## src/hdl/gcr_sf_pkg.sv

```systemverilog
`timescale 1ns / 1ps
// Shared types, codes and tables for the GCR sector formatter.
// No dependencies; imported by gcr_sector_formatter.
package gcr_sf_pkg;

    // request kinds
    localparam logic [1:0] KIND_BEGIN = 2'd0;
    localparam logic [1:0] KIND_LOAD  = 2'd1;
    localparam logic [1:0] KIND_EMIT  = 2'd2;

    // configuration register indexes
    localparam logic [1:0] CFG_VOLUME       = 2'd0;
    localparam logic [1:0] CFG_SYNC_FIRST   = 2'd1;
    localparam logic [1:0] CFG_SYNC_BETWEEN = 2'd2;

    localparam logic [7:0] RST_VOLUME       = 8'd254;
    localparam logic [7:0] RST_SYNC_FIRST   = 8'd128;
    localparam logic [7:0] RST_SYNC_BETWEEN = 8'd20;

    // stream layout, positions counted after the sync run
    localparam logic [9:0] FIELD_LEN    = 10'd368;
    localparam logic [9:0] Q_ADDR_FIELD = 10'd3;
    localparam logic [9:0] Q_ADDR_EPI   = 10'd11;
    localparam logic [9:0] Q_GAP        = 10'd14;
    localparam logic [9:0] Q_DATA_PRO   = 10'd19;
    localparam logic [9:0] Q_PAYLOAD    = 10'd22;
    localparam logic [9:0] Q_CHECKSUM   = 10'd364;
    localparam logic [9:0] Q_DATA_EPI   = 10'd365;
    localparam logic [9:0] AUX_COUNT    = 10'd86;
    localparam logic [9:0] AUX_FULL     = 10'd84;

    // marks
    localparam logic [7:0] C_SYNC      = 8'hFF;
    localparam logic [7:0] C_PRO0      = 8'hD5;
    localparam logic [7:0] C_PRO1      = 8'hAA;
    localparam logic [7:0] C_ADDR_PRO2 = 8'h96;
    localparam logic [7:0] C_DATA_PRO2 = 8'hAD;
    localparam logic [7:0] C_EPI0      = 8'hDE;
    localparam logic [7:0] C_EPI1      = 8'hAA;
    localparam logic [7:0] C_EPI2      = 8'hEB;
    localparam logic [7:0] C_ODD_MASK  = 8'h55;

    typedef struct packed {
        logic [1:0] kind;
        logic [7:0] data_byte;
        logic [5:0] track;
        logic [3:0] physical_sector;
    } t_in_item;

    typedef struct packed {
        logic [7:0] nibble;
        logic       last;
        logic [3:0] logical_sector;
        logic       status;
    } t_out_item;

    // microcode
    typedef logic [2:0] t_step;
    localparam t_step ST_IDLE = 3'd0;
    localparam t_step ST_AUX0 = 3'd1;
    localparam t_step ST_AUX1 = 3'd2;
    localparam t_step ST_AUX2 = 3'd3;
    localparam t_step ST_AUX3 = 3'd4;
    localparam t_step ST_UP0  = 3'd5;
    localparam t_step ST_UP1  = 3'd6;
    localparam t_step ST_OUT  = 3'd7;

    typedef enum logic [1:0] {
        ADR_K    = 2'd0,
        ADR_K86  = 2'd1,
        ADR_K172 = 2'd2,
        ADR_KM86 = 2'd3
    } t_addr_sel;

    typedef enum logic [2:0] {
        CAP_NONE = 3'd0,
        CAP_P0   = 3'd1,
        CAP_P1   = 3'd2,
        CAP_P2   = 3'd3,
        CAP_UP   = 3'd4
    } t_cap;

    typedef enum logic {
        JMP_NONE   = 1'b0,
        JMP_K_GE84 = 1'b1
    } t_jmp;

    typedef struct packed {
        t_addr_sel addr_sel;
        t_cap      cap;
        t_jmp      jmp;
        t_step     jmp_to;
        t_step     next;
        logic      finish;
    } t_uword;

    function automatic t_uword f_urom(input t_step s);
        t_uword w;
        w = '{ADR_K, CAP_NONE, JMP_NONE, ST_IDLE, ST_IDLE, 1'b0};
        case (s)
            ST_AUX0: w = '{ADR_K,    CAP_NONE, JMP_NONE,   ST_IDLE, ST_AUX1, 1'b0};
            ST_AUX1: w = '{ADR_K86,  CAP_P0,   JMP_NONE,   ST_IDLE, ST_AUX2, 1'b0};
            ST_AUX2: w = '{ADR_K172, CAP_P1,   JMP_K_GE84, ST_OUT,  ST_AUX3, 1'b0};
            ST_AUX3: w = '{ADR_K,    CAP_P2,   JMP_NONE,   ST_IDLE, ST_OUT,  1'b0};
            ST_UP0:  w = '{ADR_KM86, CAP_NONE, JMP_NONE,   ST_IDLE, ST_UP1,  1'b0};
            ST_UP1:  w = '{ADR_K,    CAP_UP,   JMP_NONE,   ST_IDLE, ST_OUT,  1'b0};
            ST_OUT:  w = '{ADR_K,    CAP_NONE, JMP_NONE,   ST_IDLE, ST_IDLE, 1'b1};
            default: w = '{ADR_K,    CAP_NONE, JMP_NONE,   ST_IDLE, ST_IDLE, 1'b0};
        endcase
        return w;
    endfunction

    function automatic logic [3:0] f_interleave(input logic [3:0] s);
        logic [3:0] r;
        case (s)
            4'd0:    r = 4'd0;
            4'd1:    r = 4'd7;
            4'd2:    r = 4'd14;
            4'd3:    r = 4'd6;
            4'd4:    r = 4'd13;
            4'd5:    r = 4'd5;
            4'd6:    r = 4'd12;
            4'd7:    r = 4'd4;
            4'd8:    r = 4'd11;
            4'd9:    r = 4'd3;
            4'd10:   r = 4'd10;
            4'd11:   r = 4'd2;
            4'd12:   r = 4'd9;
            4'd13:   r = 4'd1;
            4'd14:   r = 4'd8;
            default: r = 4'd15;
        endcase
        return r;
    endfunction

    localparam logic [7:0] GCR_TABLE [64] = '{
        8'h96, 8'h97, 8'h9A, 8'h9B, 8'h9D, 8'h9E, 8'h9F, 8'hA6,
        8'hA7, 8'hAB, 8'hAC, 8'hAD, 8'hAE, 8'hAF, 8'hB2, 8'hB3,
        8'hB4, 8'hB5, 8'hB6, 8'hB7, 8'hB9, 8'hBA, 8'hBB, 8'hBC,
        8'hBD, 8'hBE, 8'hBF, 8'hCB, 8'hCD, 8'hCE, 8'hCF, 8'hD3,
        8'hD6, 8'hD7, 8'hD9, 8'hDA, 8'hDB, 8'hDC, 8'hDD, 8'hDE,
        8'hDF, 8'hE5, 8'hE6, 8'hE7, 8'hE9, 8'hEA, 8'hEB, 8'hEC,
        8'hED, 8'hEE, 8'hEF, 8'hF2, 8'hF3, 8'hF4, 8'hF5, 8'hF6,
        8'hF7, 8'hF9, 8'hFA, 8'hFB, 8'hFC, 8'hFD, 8'hFE, 8'hFF
    };

    function automatic logic [7:0] f_gcr(input logic [5:0] v);
        return GCR_TABLE[v];
    endfunction

    // 4-and-4: odd half keeps the even-numbered bits, even half the odd-numbered ones shifted down
    function automatic logic [7:0] f_code44(input logic [7:0] v, input logic odd_half);
        logic [7:0] r;
        if (odd_half) begin
            r = (v & C_ODD_MASK) | C_PRO1;
        end else begin
            r = ((v >> 1) & C_ODD_MASK) | C_PRO1;
        end
        return r;
    endfunction

    function automatic logic [1:0] f_swap2(input logic [1:0] b);
        return {b[0], b[1]};
    endfunction

endpackage

```

## src/hdl/gcr_sector_formatter.sv

```systemverilog
`timescale 1ns / 1ps
// GCR sector formatter: one sector as a 4-and-4 / 6-and-2 nibble stream.
// Depends on gcr_sf_pkg.
//
// Use:
//  - Input channel (i_in_valid / o_in_stall / i_in_data) takes requests:
//    begin latches track and physical sector and answers with the logical
//    sector to load; load writes the next of 256 data bytes (no answer);
//    emit answers with the next disk nibble, or status 1 when the buffer
//    is not full yet or the sector is already done.
//  - Output channel (o_out_valid / i_out_stall / o_out_data) carries one
//    answer per begin or emit, from an output register.
//  - Config channel (i_cfg_valid / o_cfg_ready) is always ready; write it
//    only between requests.
// Timing: begin, load, sync/header/trailer emits: answer in the cycle after
//  accept, next request may follow at once. Emits in the data payload read
//  the sector buffer through its single read port under a microcoded step
//  sequence: aux values pass through steps AUX0 to AUX3 and OUT (the last
//  two skip AUX3), upper six-bit values through UP0, UP1 and OUT; the input
//  stays stalled until that answer is registered.
// The input stalls while the output register holds an answer that the
//  receiver is stalling. Reset (synchronous, active low) restores the
//  config defaults and clears counters; buffer contents are not cleared.
module gcr_sector_formatter (
    input  logic                  i_clk,
    input  logic                  i_rst_n,
    input  logic                  i_in_valid,
    output logic                  o_in_stall,
    input  gcr_sf_pkg::t_in_item  i_in_data,
    output logic                  o_out_valid,
    input  logic                  i_out_stall,
    output gcr_sf_pkg::t_out_item o_out_data,
    input  logic                  i_cfg_valid,
    output logic                  o_cfg_ready,
    input  logic [1:0]            i_cfg_index,
    input  logic [7:0]            i_cfg_data
);
    import gcr_sf_pkg::*;

    // config
    logic [7:0] r_volume, r_sync_first, r_sync_between;

    // sector state
    logic [7:0] r_mem [256];
    logic [7:0] r_rd_data;
    logic [8:0] r_load_cnt;
    logic [9:0] r_pos;
    logic [5:0] r_roll;
    logic [5:0] r_lat_track;
    logic [3:0] r_lat_sector;

    // sequencer
    t_step  r_step;
    t_uword cw;
    logic [5:0] r_v;

    logic      r_out_valid;
    t_out_item r_out;

    // position decode
    logic [7:0] sync_cnt;
    logic [9:0] end_pos, q, q3, k, epi_idx;
    logic       emit_err, is_last;
    logic [7:0] hdr_v, direct_nib;
    logic       need_aux, need_up;
    logic [7:0] rd_addr;
    logic       in_acc, busy;
    t_step      n_step;
    logic       n_out_valid;

    assign busy        = (r_step != ST_IDLE);
    assign o_in_stall  = busy || (r_out_valid && i_out_stall);
    assign in_acc      = i_in_valid && !o_in_stall;
    assign o_out_valid = r_out_valid;
    assign o_out_data  = r_out;
    assign o_cfg_ready = 1'b1;
    assign cw          = f_urom(r_step);

    always_comb begin
        sync_cnt = (r_lat_sector == 4'd0) ? r_sync_first : r_sync_between;
        end_pos  = {2'b00, sync_cnt} + FIELD_LEN;
        q        = r_pos - {2'b00, sync_cnt};
        q3       = q - Q_ADDR_FIELD;
        k        = q - Q_PAYLOAD;
        epi_idx  = q - Q_DATA_EPI;
        emit_err = !r_load_cnt[8] || (r_pos >= end_pos);
        is_last  = ((r_pos + 10'd1) == end_pos);

        case (q3[2:1])
            2'd0:    hdr_v = r_volume;
            2'd1:    hdr_v = {2'b00, r_lat_track};
            2'd2:    hdr_v = {4'b0000, r_lat_sector};
            default: hdr_v = r_volume ^ {2'b00, r_lat_track} ^ {4'b0000, r_lat_sector};
        endcase

        need_aux   = 1'b0;
        need_up    = 1'b0;
        direct_nib = C_SYNC;
        if (r_pos < {2'b00, sync_cnt}) begin
            direct_nib = C_SYNC;
        end else if (q < Q_ADDR_FIELD) begin
            case (q[1:0])
                2'd0:    direct_nib = C_PRO0;
                2'd1:    direct_nib = C_PRO1;
                default: direct_nib = C_ADDR_PRO2;
            endcase
        end else if (q < Q_ADDR_EPI) begin
            direct_nib = f_code44(hdr_v, q3[0]);
        end else if (q < Q_GAP) begin
            case (q - Q_ADDR_EPI)
                10'd0:   direct_nib = C_EPI0;
                10'd1:   direct_nib = C_EPI1;
                default: direct_nib = C_EPI2;
            endcase
        end else if (q < Q_DATA_PRO) begin
            direct_nib = C_SYNC;
        end else if (q < Q_PAYLOAD) begin
            case (q - Q_DATA_PRO)
                10'd0:   direct_nib = C_PRO0;
                10'd1:   direct_nib = C_PRO1;
                default: direct_nib = C_DATA_PRO2;
            endcase
        end else if (q < Q_CHECKSUM) begin
            need_aux = (k < AUX_COUNT);
            need_up  = (k >= AUX_COUNT);
        end else if (q == Q_CHECKSUM) begin
            direct_nib = f_gcr(r_roll);
        end else begin
            case (epi_idx[1:0])
                2'd0:    direct_nib = C_EPI0;
                2'd1:    direct_nib = C_EPI1;
                default: direct_nib = C_EPI2;
            endcase
        end

        case (cw.addr_sel)
            ADR_K:    rd_addr = k[7:0];
            ADR_K86:  rd_addr = k[7:0] + 8'd86;
            ADR_K172: rd_addr = k[7:0] + 8'd172;
            ADR_KM86: rd_addr = k[7:0] - 8'd86;
            default:  rd_addr = k[7:0];
        endcase

        if (cw.jmp == JMP_K_GE84 && k >= AUX_FULL) begin
            n_step = cw.jmp_to;
        end else begin
            n_step = cw.next;
        end

        // answer register: loaded by the last microstep, a begin, a refused
        // emit or a direct emit; otherwise held while the receiver stalls
        n_out_valid = r_out_valid && i_out_stall;
        if (cw.finish) begin
            n_out_valid = 1'b1;
        end else if (in_acc && i_in_data.kind == KIND_BEGIN) begin
            n_out_valid = 1'b1;
        end else if (in_acc && i_in_data.kind == KIND_EMIT && (emit_err || !(need_aux || need_up))) begin
            n_out_valid = 1'b1;
        end
    end

    // sector buffer: one write port, one registered read port
    always_ff @(posedge i_clk) begin
        if (in_acc && i_in_data.kind == KIND_LOAD && !r_load_cnt[8]) begin
            r_mem[r_load_cnt[7:0]] <= i_in_data.data_byte;
        end
        r_rd_data <= r_mem[rd_addr];
    end

    // payload value assembly
    always_ff @(posedge i_clk) begin
        if (in_acc) begin
            r_v <= 6'd0;
        end else begin
            case (cw.cap)
                CAP_P0:  r_v[1:0] <= f_swap2(r_rd_data[1:0]);
                CAP_P1:  r_v[3:2] <= f_swap2(r_rd_data[1:0]);
                CAP_P2:  r_v[5:4] <= f_swap2(r_rd_data[1:0]);
                CAP_UP:  r_v      <= r_rd_data[7:2];
                default: r_v      <= r_v;
            endcase
        end
    end

    // output payload
    always_ff @(posedge i_clk) begin
        if (cw.finish) begin
            r_out <= '{f_gcr(r_v ^ r_roll), is_last, f_interleave(r_lat_sector), 1'b0};
        end else if (in_acc && i_in_data.kind == KIND_BEGIN) begin
            r_out <= '{8'd0, 1'b0, f_interleave(i_in_data.physical_sector), 1'b0};
        end else if (in_acc && i_in_data.kind == KIND_EMIT) begin
            if (emit_err) begin
                r_out <= '{8'd0, 1'b0, f_interleave(r_lat_sector), 1'b1};
            end else begin
                r_out <= '{direct_nib, is_last, f_interleave(r_lat_sector), 1'b0};
            end
        end
    end

    // control state
    always_ff @(posedge i_clk) begin
        if (!i_rst_n) begin
            r_volume       <= RST_VOLUME;
            r_sync_first   <= RST_SYNC_FIRST;
            r_sync_between <= RST_SYNC_BETWEEN;
            r_load_cnt     <= '0;
            r_pos          <= '0;
            r_roll         <= '0;
            r_lat_track    <= '0;
            r_lat_sector   <= '0;
            r_step         <= ST_IDLE;
            r_out_valid    <= 1'b0;
        end else begin
            if (i_cfg_valid && o_cfg_ready) begin
                case (i_cfg_index)
                    CFG_VOLUME:       r_volume       <= i_cfg_data;
                    CFG_SYNC_FIRST:   r_sync_first   <= i_cfg_data;
                    CFG_SYNC_BETWEEN: r_sync_between <= i_cfg_data;
                    default:          ;
                endcase
            end

            r_out_valid <= n_out_valid;

            if (busy) begin
                r_step <= n_step;
                if (cw.finish) begin
                    r_roll <= r_v;
                    r_pos  <= r_pos + 10'd1;
                end
            end else if (in_acc) begin
                case (i_in_data.kind)
                    KIND_BEGIN: begin
                        r_lat_track  <= i_in_data.track;
                        r_lat_sector <= i_in_data.physical_sector;
                        r_load_cnt   <= '0;
                        r_pos        <= '0;
                        r_roll       <= '0;
                    end
                    KIND_LOAD: begin
                        if (!r_load_cnt[8]) begin
                            r_load_cnt <= r_load_cnt + 9'd1;
                        end
                    end
                    KIND_EMIT: begin
                        if (!emit_err) begin
                            if (need_aux) begin
                                r_step <= ST_AUX0;
                            end else if (need_up) begin
                                r_step <= ST_UP0;
                            end else begin
                                r_pos <= r_pos + 10'd1;
                            end
                        end
                    end
                    default: ;
                endcase
            end
        end
    end

    // checks
    a_busy_stalls: assert property (@(posedge i_clk) disable iff (!i_rst_n)
        busy |-> o_in_stall)
        else $error("request accepted while sequencer busy");

    a_out_free: assert property (@(posedge i_clk) disable iff (!i_rst_n)
        (r_step == ST_OUT) |-> !r_out_valid)
        else $error("payload result would overwrite a pending answer");

    a_load_cap: assert property (@(posedge i_clk) disable iff (!i_rst_n)
        r_load_cnt[8] |-> (r_load_cnt[7:0] == 8'd0))
        else $error("load count past sector size");

    a_aux_order: assert property (@(posedge i_clk) disable iff (!i_rst_n)
        (r_step == ST_AUX3) |-> ($past(r_step) == ST_AUX2))
        else $error("third aux pair captured out of order");

endmodule
```

## config.mk

```make
export PLATFORM = sky130hd
export DESIGN_NAME = gcr_sector_formatter
export DESIGN_NICKNAME = d
export VERILOG_FILES = /design/src/hdl/gcr_sf_pkg.sv /design/src/hdl/gcr_sector_formatter.sv
export SDC_FILE = /design/constraint.sdc
export NUM_CORES = 2
export LEC_CHECK = 0
export BUFFER_PORTS_ARGS = -buffer_cell sky130_fd_sc_hd__buf_2
export CELL_PAD_IN_SITES_DETAIL_PLACEMENT = 2
export CELL_PAD_IN_SITES_GLOBAL_PLACEMENT = 2
export CORE_MARGIN = 1
export CORE_UTILIZATION = 44
export CTS_BUF_LIST = sky130_fd_sc_hd__clkbuf_8
export CTS_CLUSTER_SIZE = 16
export DETAILED_ROUTE_END_ITERATION = 7
export PLACE_DENSITY_LB_ADDON = 0.2
export SYNTH_ARGS = -nofsm -noshare
export SYNTH_HDL_FRONTEND = slang
export SYNTH_SLANG_ARGS = --single-unit
export TNS_END_PERCENT = 10
```

## constraint.sdc

```tcl
create_clock -name i_clk -period 6.7 [get_ports i_clk]
set_input_delay 0.67 -clock i_clk [delete_from_list [all_inputs] [get_ports i_clk]]
set_output_delay 0.67 -clock i_clk [all_outputs]
set_load 0.1 [all_outputs]
```

# == Word-level counts from Yosys, hierarchy flattened ==
# Memory sizes are Yosys's and may differ from the RTL's. A register that Yosys moved wholly into a read port is not among the register bits.
# Cells that the tools add are included.
# classes
addsub,12
magnitude_cmp,13
eq_ne,32
mux,73
bitwise,6
n_reduce_logical,45
# op_table
op,n
$mux W8,13
$pmux W13 S7,1
$mux W10,6
$mux W14,4
$pmux W7 S2,4
$pmux W8 S4,1
$mux W4,6
$mux W6,4
$pmux W8 S3,1
$mux W3,7
$eq A10 B1 Y1 const B,2
$ge A10 B7 Y1 const B,2
$logic_not A10 Y1,2
$lt A10 B4 Y1 const B,2
$lt A10 B5 Y1 const B,2
$pmux W10 S2,1
$sub A10 B5 Y10 const B,2
$mux W1,19
$pmux W9 S2,1
$eq A3 B3 Y1 const B,5
$ge A7 B7 Y1 const B,2
$not A6 Y7,2
$reduce_bool A2 Y1,7
$eq A2 B1 Y1 const B,6
other kinds (41),79
# word_totals
regBits,83
ramBits,2048
romBits,1280
input_bits,35
output_inout_bits,17
elab_cells,206
mem_count,7
# mem_list
name,depth,word_bits,read_ports,rd_ports_with_merged_regs,wr,line,rtl
r_mem,256,8,1,1,1,gcr_sector_formatter.sv:44,logic [7:0] r_mem [256];
(name not given),64,8,1,0,0,gcr_sf_pkg.sv:148,return GCR_TABLE[v];
(name not given),64,8,1,0,0,gcr_sf_pkg.sv:148,
(name not given),16,4,1,1,0,gcr_sf_pkg.sv:115,case (s)
(name not given),16,4,1,0,0,gcr_sf_pkg.sv:115,
(name not given),16,4,1,1,0,gcr_sf_pkg.sv:115,
1 more memories,n/a,n/a,n/a,n/a,n/a,n/a,

# == Longest topological paths before layout ==
# depth
word_depth,19
mapped_depth,26
mapped_depth_nobuf,24

# == Worst setup path before layout ==
# Ideal clock, no wire load.
# synth_timing
path_type,flip-flop to flip-flop
from,register r_lat_sector[3]
to,register r_rd_data[6] (read register of r_mem)
setup_time_ps,127
t_arrival_ps,5595
required_time_ps,6573
setup_slack_ps,978
stages_incl_launch_ff,23
path_buffers,2
period_less_slack_ps,5722
cell_sequence,dfxtp_1 > nor4_1 > buf_4 > mux2_2 > ha_1 > inv_1 > fa_1 > ha_1 > or4_1 > o211ai_1 > and3_1 > or2_1 > inv_1 > ha_1 > and3_1 > a2111oi_0 > o21ai_0 > mux2_2 > nand3_1 > nand2b_1 > clkbuf_1 > o32ai_1 > or3_1
# synth_via
elab_chain_cells,6
# synth_lines
element,line,rtl
start: declaration,gcr_sector_formatter.sv:50,logic [3:0] r_lat_sector;
start signal: assignment,gcr_sector_formatter.sv:235,r_lat_sector <= i_in_data.physical_sector;
$logic_not A4 Y1 *,gcr_sector_formatter.sv:80,sync_cnt = (r_lat_sector == 4'd0) ? r_sync_first : r_sync_between;
$mux W8 *,gcr_sector_formatter.sv:80,
$sub A10 B8 Y10 *,gcr_sector_formatter.sv:82,"q = r_pos - {2'b00, sync_cnt};"
$sub A10 B5 Y10 *,gcr_sector_formatter.sv:84,k = q - Q_PAYLOAD;
"$sub A8 B7 Y8, or another cell as far along",gcr_sector_formatter.sv:140,ADR_KM86: rd_addr = k[7:0] - 8'd86;
$pmux W8 S4 *,gcr_sector_formatter.sv:136,case (cw.addr_sel)
end: declaration,gcr_sector_formatter.sv:45,logic [7:0] r_rd_data;
# Every way passes the cells marked *; elsewhere a longest branch is shown, timed or not.
# A chain may end at the register's enable or synchronous reset.

# == Final worst setup path ==
# Ends and elaborated chain as after synthesis.

==> summary.txt <==
status: finished clean
Relative slew margins: 3.889%
first-pass GRT wire length: 474,100 µm
Worst VDD drop: 0.2771 mV
DR DRC count: 0
ys flop type: edfxtp_1
vias in the first global route: 66.35k
CTS Root Cell: clkbuf_8
max-slew violations: 0
synthesized cell area: 89,490 µm²
die width: 453.0 µm
Core Area: 202,100 µm²
share of cells above drive strength 1: 10.74%
vias post-DR: 62.70k
CP Max Fanout: 40
Worst Tran Pin Value: 1.442 ns
Die Ht: 453.0 µm
Crit path required time: 7.69 ns
Seq/Total Area, Yosys: 70.99%
most common cell after layout, fill and taps aside: edfxtp_1
RSZ-0062 raised after global routing: true
busiest grt layer: met2
syn_nets: 6,793
Post-Route Skew: 0.1433 ns
Cell Chain, Critical Path: nor4_2 > buf_6 > mux2_2 > ha_4 > inv_1 > fa_1 > ha_1 > or4_1 > o211ai_1 > and3_1 > or2_1 > inv_1 > ha_1 > or2_2 > o22ai_1 > xnor2_1 > a21oi_1 > nand3_1 > o31ai_4 > buf_12 > a21oi_1 > o32ai_1 > or3_1
EDFF count, synth: 2,061
clock buffer depth: 4
Via density: 6.393
area of the multi-input gates: 24,250 µm²
Pre-antenna DRT Iters: 6
CTS buffer count: 382
slowest stage delay, CP: 0.52 ns
antenna violations before repair: 9
Avg Inst Size Synth: 13.33 µm²
CTS Sinks: 2,143
Slowest-stage cell, CP: or4_1
met2 usage: 53.46%
H-tree Lvls: 5
sequential standard cell area: 63,530 µm²
fill count: 18.97k
largest net degree at the start of global routing: 151
final WL: 337,800 µm
drt wl/cell: 34.44 µm
Overflow after GRT: 0
Syn Inst Count: 6,711
worst hold path class: in -> reg
# rows: 165
commonest non-fill, non-tap cells in the layout: edfxtp_1 (2,061), nand2_1 (1,252), nand3_1 (432), clkbuf_8 (399), mux2i_1 (396)
fmax: 0.1511 GHz
kind of critical path: reg -> reg
# setup viols final: 0
initial core utilization: 44.28%
data arrival time at the worst-slack endpoint: 7.61 ns
CP top delay family: simple AND/OR/NAND/NOR gates
crit start category: flop
routing usage on met3: 5.473%
Pwr Density: 318.8 nW/µm²
final hold vios: 0
DRT iter0 DRCs: 6,434
MaxCap Viol Count: 0
Crit. End Element: flop
Placed Cells: 9,125
DIE AREA: 205,200 µm²
final std cells w/o fill: 9,807
Nets: 6,937
#FFs+latches synth: 2,143
Final Util: 49.72%
clock slew at reported path FFs: 0.07 ns
synth unique cells: 82
fraction of registers with async set/reset: 0%
static leakage: 34.78 nW
Tmin final: 6.618 ns
worst skew pair latency: 1.18 ns
ANT nets after route: 0
hpwl dp: 197,000 µm
area delta synth->final: 12.30%
CTS tree: yes
Warnings, synthesis: 0
Ports: 52
met1 GRT Util: 39.94%
port bufs: 50
Final period util: 98.77%
Total Routing Usage GR: 31.48%
WP buf/inv: 4
RD Place Congestion: 0.8879
[report_power, final]
| part | leakage, nW | internal [mW] | total (mW) | switching [mW] |
|---|---|---|---|---|
| clock | 3.84 | 5.66 | 11.4 | 5.79 |
| combinational | 11.7 | 1.67 | 5.78 | 4.11 |
| sequential | 19.2 | 14.7 | 14.8 | 0.0902 |
| total | 34.8 | 22.1 | 32.0 | 9.99 |
[layout make-up]
type | instances | share of cell area, %
flip-flops and latches | 2143 | 63.22
multi-input cells | 4037 | 24.13
clock buffers | 399 | 5.464
well taps | 2672 | 3.327
repair buffers | 254 | 2.539
clock inverters | 256 | 1.164
inverters | 37 | 0.1382
diodes | 9 | 0.02241
[final timing paths]
kind | end | depth (start not counted) | slack, ns | startpoint
max | r_rd_data[6]$_DFF_P_ | 23 | 0.08 | r_lat_sector[3]$_SDFFE_PN0P_
min | r_volume[6]$_SDFFE_PN1P_ | 4 | 0.06 | i_cfg_index[1]
max reg2reg | r_rd_data[6]$_DFF_P_ | 23 | 0.08 | r_lat_sector[3]$_SDFFE_PN0P_
min reg2reg | r_volume[6]$_SDFFE_PN1P_ | 2 | 0.49 | r_volume[6]$_SDFFE_PN1P_
[sequential cells by signal, summed over array words and instances, names as in the netlist, 8 cells and up, named ones only]
register        cells
o_out_data         14
r_load_cnt          9
r_mem            2048
r_pos              10
r_rd_data           8
r_sync_between      8
r_sync_first        8
r_volume            8
[synthesized netlist by cell type (5+ instances only)]
cell,n,area share (%)
xor2_1,16,0.16
a32o_1,76,0.85
clkbuf_1,389,1.6
o211ai_1,87,0.73
o21a_1,12,0.10
o32ai_1,11,0.11
mux2_2,6,0.075
dfxtp_1,82,1.8
a32oi_1,262,2.6
nor2b_1,33,0.23
nor4_1,5,0.035
o311ai_0,6,0.059
nand2_1,1268,5.3
or3_1,15,0.10
a21boi_0,16,0.13
ha_1,46,0.64
o221ai_1,7,0.069
or2_2,8,0.056
a211o_1,7,0.069
a21oi_1,142,0.79
a31oi_1,10,0.070
a21o_1,5,0.042
nand3b_1,34,0.29
nor3_1,155,0.87
mux2i_1,400,4.5
edfxtp_1,2061,69
inv_1,35,0.15
and3_1,58,0.41
nor3b_1,24,0.20
buf_1,70,0.29
o22ai_1,16,0.11
nand4_1,86,0.60
a221oi_1,9,0.088
a211oi_1,17,0.14
a311oi_1,6,0.059
nand2b_1,19,0.13
nand3_1,438,2.4
o21ai_0,149,0.83
nor2_1,351,1.5
buf_2,31,0.17
o2111ai_1,132,1.3
a311o_1,16,0.18
xnor2_1,29,0.28
[repair_timing]
action	4_1_cts	5_1_grt
cloned	0	3
hold endpoints to repair	29	0
resized for setup	1	25
endpoints found under the setup margin	1	8
setup buffers	0	1
hold buffers	14	0
pin swaps	0	1
[logic make-up after synthesis]
family                   after synthesis  share of synthesized area (%)
AO/OA/AOI/OAI                       1021                          8.660
buffers and inverters                531                          2.292
flip-flops                          2143                          70.99
multiplexers                         408                          4.578
other                                  1                       0.004190
adder cells (fa/ha/maj)               47                         0.6655
XOR/XNOR                              46                         0.4656
AND/OR/NAND/NOR                     2514                          12.34
[worst reg2reg max path: stages, from the launching register on]
cell and delay (ns):
dfxtp_1 0.35, nor4_2 0.33, buf_6 0.23, mux2_2 0.39, ha_4 0.18, inv_1 0.07, fa_1 0.47, ha_1 0.28
or4_1 0.52, o211ai_1 0.25, and3_1 0.25, or2_1 0.20, inv_1 0.11, ha_1 0.27, or2_2 0.29, o22ai_1 0.17
xnor2_1 0.16, a21oi_1 0.10, nand3_1 0.15, o31ai_4 0.32, buf_12 0.35, a21oi_1 0.51, o32ai_1 0.21, or3_1 0.41
[stage by stage]
step	worst slack, ns	hold WS (ns)	power [mW]	cell area (µm²)	TNS [ns]
CTS	0.01930	0.008445	31.64	100300	0
floorplan	0.9784	0.4401	17.82	89490	0
global route	-0.1032	-0.006287	32.79	100500	-0.2241
global placement	0.1107	0.4553	20.17	93490	0
finish	0.08236	0.06232	32.04	100500	0
detailed placement	-0.09029	0.4682	20.44	93490	-0.09029
[metal layers]
layer / up-vias / routed length (µm)
li1: 26030 / -
met1: 33010 / 131800
met2: 2922 / 166800
met3: 728 / 23840
met4: 4 / 15260
met5: - / 25
Power figures use the tool's default switching activity.
